**config.mk**
```make
export PLATFORM = sky130hd
export DESIGN_NAME = pdif_ctrl
export DESIGN_NICKNAME = d
export VERILOG_FILES = /design/src/rtl/pdif_pkg.sv /design/src/rtl/pdif_ctrl.sv
export SDC_FILE = /design/constraint.sdc
export NUM_CORES = 1
export LEC_CHECK = 0
export BUFFER_PORTS_ARGS = -buffer_cell sky130_fd_sc_hd__buf_2
export CORE_UTILIZATION = 60
export CTS_CLUSTER_DIAMETER = 30
export CTS_CLUSTER_SIZE = 24
export DETAILED_ROUTE_END_ITERATION = 6
export PLACE_DENSITY = 0.86
export REMOVE_ABC_BUFFERS = 1
export SLEW_MARGIN = 20
export SYNTH_ARGS = -nofsm -noshare
export SYNTH_HDL_FRONTEND = slang
export SYNTH_SLANG_ARGS = --single-unit
```
**constraint.sdc**
```tcl
create_clock -name clk -period 5.37 [get_ports clk]
set_clock_uncertainty 0.15 [all_clocks]
set_input_delay 1.074 -clock clk [delete_from_list [all_inputs] [get_ports clk]]
set_output_delay 1.074 -clock clk [all_outputs]
set_load 0.05 [all_outputs]
```
**src/rtl/pdif_pkg.sv**
```systemverilog
// Shared types, constants and the multiply-accumulate program of the PPG filter chain.
// Used by the controller, the datapath, the top level and the checker. No dependencies.
`default_nettype none

package pdif_pkg;

  localparam int IN_W = 16;
  localparam int Y_W = 48;
  localparam int VAL_W = 56;
  localparam int PIECE_W = 28;
  localparam int OPA_W = PIECE_W + 1;
  localparam int OPB_W = 38;
  localparam int PROD_W = OPA_W + OPB_W;
  localparam int ACC_W = 92;
  localparam int SMP_MAX_W = 18;
  localparam int COEF_FRAC = 30;
  localparam int GAIN_FRAC = 40;
  localparam int LPIN_SH = 56;
  localparam int HP_TAPS = 5;
  localparam int LP_TAPS = 10;
  localparam int FRAC_BITS_DEF = 24;
  localparam int SAMPLE_BITS_DEF = 16;

  localparam int HP_SCALE_STEPS = 2;
  localparam int HP_OUT_STEPS = 2 * (HP_TAPS + 6);
  localparam int LP_SCALE_STEPS = 2;
  localparam int LP_OUT_STEPS = 2 * (LP_TAPS + 11);
  localparam int OFS_IR_OUT = HP_SCALE_STEPS;
  localparam int OFS_RED_SCALE = OFS_IR_OUT + HP_OUT_STEPS;
  localparam int OFS_RED_OUT = OFS_RED_SCALE + HP_SCALE_STEPS;
  localparam int OFS_LP_SCALE = OFS_RED_OUT + HP_OUT_STEPS;
  localparam int OFS_LP_OUT = OFS_LP_SCALE + LP_SCALE_STEPS;
  localparam int NUM_STEPS = OFS_LP_OUT + LP_OUT_STEPS;
  localparam int STEP_W = $clog2(NUM_STEPS + 1);
  localparam int WAIT_CYCLES = 2;
  localparam int WAIT_W = $clog2(WAIT_CYCLES);

  function automatic longint cq(input longint unsigned ip, input longint unsigned fd);
    return longint'((ip << COEF_FRAC) +
                    (((fd << COEF_FRAC) + 64'd5000000000) / 64'd10000000000));
  endfunction

  localparam longint unsigned IG_NUM = (64'd1 << 30) * 64'd1000000000;
  localparam longint unsigned IG_DEN = 64'd1052148876;
  localparam longint unsigned INV_GAIN = ((IG_NUM / IG_DEN) << 10) +
      ((((IG_NUM % IG_DEN) << 10) + IG_DEN / 2) / IG_DEN);
  localparam longint unsigned IGL_NUM = (64'd1 << 46) * 64'd10000;
  localparam longint unsigned IGL_DEN = 64'd5939718719;
  localparam longint unsigned INV_GAINLOW = ((IGL_NUM / IGL_DEN) << 10) +
      ((((IGL_NUM % IGL_DEN) << 10) + IGL_DEN / 2) / IGL_DEN);

  localparam logic signed [OPB_W-1:0] HP_COEF [HP_TAPS] = '{
    OPB_W'(cq(64'd0, 64'd9033282853)), OPB_W'(-cq(64'd4, 64'd6084763585)),
    OPB_W'(cq(64'd9, 64'd4053079892)), OPB_W'(-cq(64'd9, 64'd5984970908)),
    OPB_W'(cq(64'd4, 64'd8983371457))
  };

  localparam logic signed [OPB_W-1:0] LP_COEF [LP_TAPS] = '{
    OPB_W'(-cq(64'd0, 64'd164796305)), OPB_W'(cq(64'd0, 64'd2309193459)),
    OPB_W'(-cq(64'd1, 64'd4737279370)), OPB_W'(cq(64'd5, 64'd6470743441)),
    OPB_W'(-cq(64'd14, 64'd4056874260)), OPB_W'(cq(64'd25, 64'd6017495970)),
    OPB_W'(-cq(64'd32, 64'd1597564880)), OPB_W'(cq(64'd28, 64'd2587879000)),
    OPB_W'(-cq(64'd16, 64'd6721933230)), OPB_W'(cq(64'd5, 64'd9875896298))
  };

  typedef enum logic [2:0] {
    VS_IG, VS_XN, VS_HPIR_X, VS_HPIR_Y, VS_HPRED_X, VS_HPRED_Y, VS_LP_X, VS_LP_Y
  } vsrc_t;

  typedef enum logic [1:0] {BS_CONST, BS_IR, BS_RED} bsel_t;

  typedef enum logic [1:0] {SH_LO, SH_HI, SH_FF_LO, SH_FF_HI} shc_t;

  typedef enum logic [1:0] {RND_HPIN, RND_COEF, RND_LPIN} rnd_t;

  typedef enum logic [1:0] {WB_XN, WB_HPIR, WB_HPRED, WB_LP} wb_t;

  typedef enum logic [1:0] {ST_IDLE, ST_ISSUE, ST_WAIT, ST_FINISH} state_t;

  typedef struct packed {
    logic first;
    logic last;
    vsrc_t vsrc;
    logic [3:0] vidx;
    logic piece_hi;
    bsel_t bsel;
    logic signed [OPB_W-1:0] bconst;
    shc_t shc;
    rnd_t rnd;
    wb_t wb;
  } step_t;

  typedef struct packed {
    logic load_in;
    logic issue;
    logic load_out;
    step_t step;
  } cmd_t;

  function automatic step_t scale_step(input logic piece_hi, input vsrc_t vsrc,
                                       input logic [3:0] vidx, input bsel_t bsel,
                                       input logic signed [OPB_W-1:0] bconst,
                                       input rnd_t rnd);
    step_t s;
    s.first = !piece_hi;
    s.last = piece_hi;
    s.vsrc = vsrc;
    s.vidx = vidx;
    s.piece_hi = piece_hi;
    s.bsel = bsel;
    s.bconst = bconst;
    s.shc = piece_hi ? SH_HI : SH_LO;
    s.rnd = rnd;
    s.wb = WB_XN;
    return s;
  endfunction

  function automatic step_t hp_out_step(input logic [4:0] k, input logic is_red);
    step_t s;
    logic [3:0] t;
    vsrc_t xsrc;
    t = 4'(k >> 1);
    xsrc = is_red ? VS_HPRED_X : VS_HPIR_X;
    s.first = (k == 5'd0);
    s.last = (k == 5'(HP_OUT_STEPS - 1));
    s.piece_hi = k[0];
    s.bsel = BS_CONST;
    s.rnd = RND_COEF;
    s.wb = is_red ? WB_HPRED : WB_HPIR;
    if (t < 4'd6) begin
      s.shc = k[0] ? SH_FF_HI : SH_FF_LO;
      s.vsrc = xsrc;
      unique case (t)
        4'd0: begin s.vsrc = VS_XN; s.vidx = 4'd0; s.bconst = OPB_W'(1); end
        4'd1: begin s.vidx = 4'd0; s.bconst = OPB_W'(-1); end
        4'd2: begin s.vidx = 4'd1; s.bconst = OPB_W'(5); end
        4'd3: begin s.vidx = 4'd4; s.bconst = OPB_W'(-5); end
        4'd4: begin s.vidx = 4'd3; s.bconst = OPB_W'(10); end
        default: begin s.vidx = 4'd2; s.bconst = OPB_W'(-10); end
      endcase
    end else begin
      s.shc = k[0] ? SH_HI : SH_LO;
      s.vsrc = is_red ? VS_HPRED_Y : VS_HPIR_Y;
      s.vidx = 4'(t - 4'd6);
      s.bconst = HP_COEF[3'(t - 4'd6)];
    end
    return s;
  endfunction

  function automatic step_t lp_out_step(input logic [5:0] k);
    step_t s;
    logic [4:0] t;
    t = 5'(k >> 1);
    s.first = (k == 6'd0);
    s.last = (k == 6'(LP_OUT_STEPS - 1));
    s.piece_hi = k[0];
    s.bsel = BS_CONST;
    s.rnd = RND_COEF;
    s.wb = WB_LP;
    if (t < 5'd11) begin
      s.shc = k[0] ? SH_FF_HI : SH_FF_LO;
      s.vsrc = VS_LP_X;
      unique case (t)
        5'd0: begin s.vidx = 4'd0; s.bconst = OPB_W'(1); end
        5'd1: begin s.vsrc = VS_XN; s.vidx = 4'd0; s.bconst = OPB_W'(1); end
        5'd2: begin s.vidx = 4'd1; s.bconst = OPB_W'(10); end
        5'd3: begin s.vidx = 4'd9; s.bconst = OPB_W'(10); end
        5'd4: begin s.vidx = 4'd2; s.bconst = OPB_W'(45); end
        5'd5: begin s.vidx = 4'd8; s.bconst = OPB_W'(45); end
        5'd6: begin s.vidx = 4'd3; s.bconst = OPB_W'(120); end
        5'd7: begin s.vidx = 4'd7; s.bconst = OPB_W'(120); end
        5'd8: begin s.vidx = 4'd4; s.bconst = OPB_W'(210); end
        5'd9: begin s.vidx = 4'd6; s.bconst = OPB_W'(210); end
        default: begin s.vidx = 4'd5; s.bconst = OPB_W'(252); end
      endcase
    end else begin
      s.shc = k[0] ? SH_HI : SH_LO;
      s.vsrc = VS_LP_Y;
      s.vidx = 4'(t - 5'd11);
      s.bconst = LP_COEF[4'(t - 5'd11)];
    end
    return s;
  endfunction

  function automatic step_t prog_step(input logic [STEP_W-1:0] idx);
    step_t s;
    if (idx < STEP_W'(OFS_IR_OUT)) begin
      s = scale_step(idx[0], VS_IG, 4'd0, BS_IR, OPB_W'(0), RND_HPIN);
    end else if (idx < STEP_W'(OFS_RED_SCALE)) begin
      s = hp_out_step(5'(idx - STEP_W'(OFS_IR_OUT)), 1'b0);
    end else if (idx < STEP_W'(OFS_RED_OUT)) begin
      s = scale_step(idx[0], VS_IG, 4'd0, BS_RED, OPB_W'(0), RND_HPIN);
    end else if (idx < STEP_W'(OFS_LP_SCALE)) begin
      s = hp_out_step(5'(idx - STEP_W'(OFS_RED_OUT)), 1'b1);
    end else if (idx < STEP_W'(OFS_LP_OUT)) begin
      s = scale_step(idx[0], VS_HPIR_Y, 4'(HP_TAPS - 1), BS_CONST,
                     OPB_W'(INV_GAINLOW), RND_LPIN);
    end else begin
      s = lp_out_step(6'(idx - STEP_W'(OFS_LP_OUT)));
    end
    return s;
  endfunction

endpackage

`default_nettype wire

```
**src/rtl/pdif_ctrl.sv**
```systemverilog
// Controller state machine of the PPG filter chain: walks the multiply-accumulate program.
// Depends on pdif_pkg; drives pdif_datapath through a command struct.
`default_nettype none

module pdif_ctrl (
  input  wire logic          clk,
  input  wire logic          rst,
  input  wire logic          in_valid,
  output logic               in_ready,
  input  wire logic          out_ready,
  output logic               out_valid,
  output pdif_pkg::cmd_t     cmd
);

  pdif_pkg::state_t state, state_next;
  logic [pdif_pkg::STEP_W-1:0] step_idx;
  logic [pdif_pkg::WAIT_W-1:0] wait_cnt;
  pdif_pkg::step_t cur;
  logic out_free;

  assign cur = pdif_pkg::prog_step(step_idx);
  assign out_free = !out_valid || out_ready;

  always_comb begin
    state_next = state;
    unique case (state)
      pdif_pkg::ST_IDLE: begin
        if (in_valid) state_next = pdif_pkg::ST_ISSUE;
      end
      pdif_pkg::ST_ISSUE: begin
        if (cur.last) state_next = pdif_pkg::ST_WAIT;
      end
      pdif_pkg::ST_WAIT: begin
        if (wait_cnt == pdif_pkg::WAIT_W'(pdif_pkg::WAIT_CYCLES - 1)) begin
          state_next = (step_idx == pdif_pkg::STEP_W'(pdif_pkg::NUM_STEPS)) ?
                       pdif_pkg::ST_FINISH : pdif_pkg::ST_ISSUE;
        end
      end
      pdif_pkg::ST_FINISH: begin
        if (out_free) state_next = pdif_pkg::ST_IDLE;
      end
    endcase
  end

  always_comb begin
    in_ready = (state == pdif_pkg::ST_IDLE);
    cmd.load_in = (state == pdif_pkg::ST_IDLE) && in_valid;
    cmd.issue = (state == pdif_pkg::ST_ISSUE);
    cmd.load_out = (state == pdif_pkg::ST_FINISH) && out_free;
    cmd.step = cur;
  end

  always_ff @(posedge clk) begin
    if (rst) begin
      state <= pdif_pkg::ST_IDLE;
      step_idx <= '0;
      wait_cnt <= '0;
      out_valid <= 1'b0;
    end else begin
      state <= state_next;
      if (cmd.load_in) begin
        step_idx <= '0;
      end else if (cmd.issue) begin
        step_idx <= step_idx + 1'b1;
      end
      if (state == pdif_pkg::ST_WAIT) begin
        wait_cnt <= wait_cnt + 1'b1;
      end else begin
        wait_cnt <= '0;
      end
      if (cmd.load_out) begin
        out_valid <= 1'b1;
      end else if (out_ready) begin
        out_valid <= 1'b0;
      end
    end
  end

endmodule

`default_nettype wire

```
==> impl_results.md <==
- Hold path cells: 1
- Root Buffer: clkbuf_8
- Reg2Reg Setup Slack: 2.35 ns
- Synth warn: 0
- Critical Path RT: 4.15 ns
- Hold Path Origin: wait_cnt$_SDFF_PP0_
- Reg-to-Reg End: state[0]$_SDFFE_PP0P_
- Clock transition at the registers of the reported paths: 0.06 ns
- Most common cell after layout, fill and taps aside: a21oi_1
- Fillers: 566
- Switching share of power: 0.346
- DRC: 0
- Endpoint, Worst Hold: wait_cnt$_SDFF_PP0_
- Area Growth Syn to Fin: 6.36%
- Pin count of the biggest net entering global routing: 37
- Average wire per cell in the routed design: 24.4 um
- DIE WIDTH: 85.0 um
- Crit Path Class: reg2out
- Clk sinks: 11
- P_int: 151 uW
- H-tree depth: 1
- Initial antenna violation count: 0
- PD cells: 52.4 nW/um^2
- Fin. Hold Viols: 0
- Initial drt markers: 1148
- Die Span Y: 85.0 um
- CTS tree: yes
- Measured slew at the worst slew-check pin: 1.04 ns
- HPWL Detailed: 12.6 mm
- Crit path capture type: output port
- Combined area of the multi-input logic cells: 3520 um^2
- Synth Cell Area: 4130 um^2
- Setup violators final: 0
- Critical Path Fanout Max: 19
- Placed insts: 715
- Cts bufs inserted: 3
- Core area: 6490 um^2
- Number of flops mapped to enable cells by yosys: 0
- Non-filler cells, final: 719
- Synth Flop Type: dfxtp_1
- Status: finished, final reports clean
- Setup WS post-layout: 0.268 ns
- Synth async-reset ratio: 0
- Count of input and output buffers: 64
- Cell row count: 29
- Peak VDD IR: 0.137 mV
- Hold WS: 0.300 ns
- Resized cells post-CTS: 0
- Initial cell density of the core: 0.636
- Clk pwr share: 0.380
- Max frequency: 196 MHz
- Max Cap Viol: 0
- Total power: 230 uW
- Gr ovfl total: 0
- Sequential power share: 0.373
- Vias: 5593
- Minimum clock period: 5.10 ns
- Dpl ws: 0.646 ns
- Slew Limit Fails: 0
- Final wirelength: 17.6 mm
- First-pass DRT Iterations: 7
- Relative slew slack: 0.300
- Syn Area/Cell: 6.72 um^2
- P_sw: 79.7 uW
- Clock Path Buffers: 2
- Layout cells sized above 1: 0.202
- Post-CTS Setup Bufs: 0
- Antenna Cells: 0
- Final Cycle Share: 0.950
- Flops & latches, synth: 11
- Commonest non-fill, non-tap cells in the layout: a21oi_1 (82), buf_2 (64), nor2_1 (56)
- Clock latency at the later pin of the worst-skew pair: 0.24 ns
- Total Die Area: 7220 um^2
- Seq/Total Area, Yosys: 0.0533
- Final ANT Viol Nets: 0
- Distinct cells, synth: 94
- Nets: 666
- Post-DR vias/cell: 7.78
- Combinational fraction of design power: 0.247
- Cells after synthesis: 615
- GRT Overall Usage: 0.476
- Reg2Reg Launch Point: step_idx[2]$_SDFFE_PP0P_
- Leak: 1.80 nW
- R2R depth: 8
- GPL Wtd Cong: 1.15
- First-pass GRT wire length: 27.1 mm
- # IOs: 65
- Unrepaired setup endpoints after global routing: false
- Design area: 4400 um^2
- Vias in the first global route: 5065
- Worst EP arrival: 3.88 ns
- Register area: 220 um^2
- Worst setup SP type: flip-flop
- HP Class: reg2reg
- Post-cts hold buffer count: 0
- Placed Area: 4350 um^2
worst max-delay path, cell delays in order (launching register included):
cell      delay [ns]
dfxtp_1         0.31
inv_1           0.24
ha_1            0.27
xor2_2          0.09
inv_2           0.30
ha_1            0.45
nand2b_1        0.14
o221a_2         0.27
o32a_1          0.25
a21oi_2         0.50
a222oi_1        0.22
a211oi_1        0.27
buf_2           0.32
power groups by stage:
stage	combinational (mW)	clock, mW	sequential (mW)
2_1_floorplan	0.0380	0	0.0900
4_1_cts	0.0555	0.0867	0.0858
3_3_place_gp	0.0546	0	0.0875
3_5_place_dp	0.0552	0	0.0876
5_1_grt	0.0598	0.0928	0.0862
6_report	0.0568	0.0876	0.0859
Yosys cell counts, drive strengths merged, types with 4 or more instances:
master  number  area (um^2)
a211o        7         61.3
a211oi      15          128
a21boi       5         37.5
a21o         7         52.6
a21oi       84          428
a221oi       9         85.1
a22oi        4         35.0
a31oi        6         37.5
a32oi        4         35.0
and2         8         50.1
and3         4         25.0
buf         32          236
clkbuf      28          105
dfxtp       11          220
ha          19          238
inv         13         48.8
mux2i        6         60.1
nand2       52          210
nand2b      11         68.8
nand3       23          120
nand4        5         31.3
nor2        56          210
nor2b        9         56.3
nor3        17         85.1
o211ai      19          158
o21a         7         60.1
o21ai       47          258
o221ai       4         41.3
o22ai        4         25.0
o32ai        7         68.8
or2          9         56.3
or3          7         48.8
xnor2        9         86.3
xor2         7         68.8
worst max path at each step:
stage / startpoint / slack (ns) / to / cells after the start
finish: step_idx[2]$_SDFFE_PP0P_ / 0.27 / cmd[50] / 12
global placement: step_idx[2]$_SDFFE_PP0P_ / 0.70 / cmd[50] / 12
global route: step_idx[2]$_SDFFE_PP0P_ / 0.003 / cmd[50] / 12
CTS: step_idx[2]$_SDFFE_PP0P_ / 0.36 / cmd[50] / 12
detailed placement: step_idx[2]$_SDFFE_PP0P_ / 0.65 / cmd[50] / 12
floorplan: step_idx[1]$_SDFFE_PP0P_ / -1.35 / cmd[24] / 11
area by class of cell:
type	count	share of cell area
Clock buffer	4	0.0102
Multi-Input combinational cell	530	0.800
Sequential cell	11	0.0501
Timing Repair Buffer	83	0.105
Inverter	14	0.0120
Tap cell	77	0.0219
metrics by stage:
stage                     setup TNS, ns  utilization
after global placement                0        0.670
after detailed placement              0        0.670
after CTS                             0        0.677
after global routing                  0        0.677
after floorplan                  -39.20            -
final                                 0        0.677
kinds of logic (layout without fill, tap and decap cells):
logic type,Yosys count,after routing,share of synthesized area
AOI/OAI and AO/OA,271,271,0.470
and+or+nand+nor,215,215,0.262
buffers and inverters,74,101,0.0954
adders and majority gates,21,21,0.0624
xor gates and xnor gates,17,17,0.0430
DFF,11,11,0.0533
muxes,6,6,0.0145
registers in the layout, indices dropped and copies added, names as in the netlist:
name / cells
step_idx: 7
state: 2
wait_cnt: 1
out_valid: 1
per-layer routing:
layer,wire length (um),global-route usage,part of all wire,vias up
li1,-,-,-,2376
met1,6400,0.636,0.36,2478
met2,6880,0.682,0.39,589
met3,3150,0.176,0.18,150
met4,1140,0.205,0.065,0
met5,0,0,0,-
Note: power is estimated with default switching activity, not from simulation.
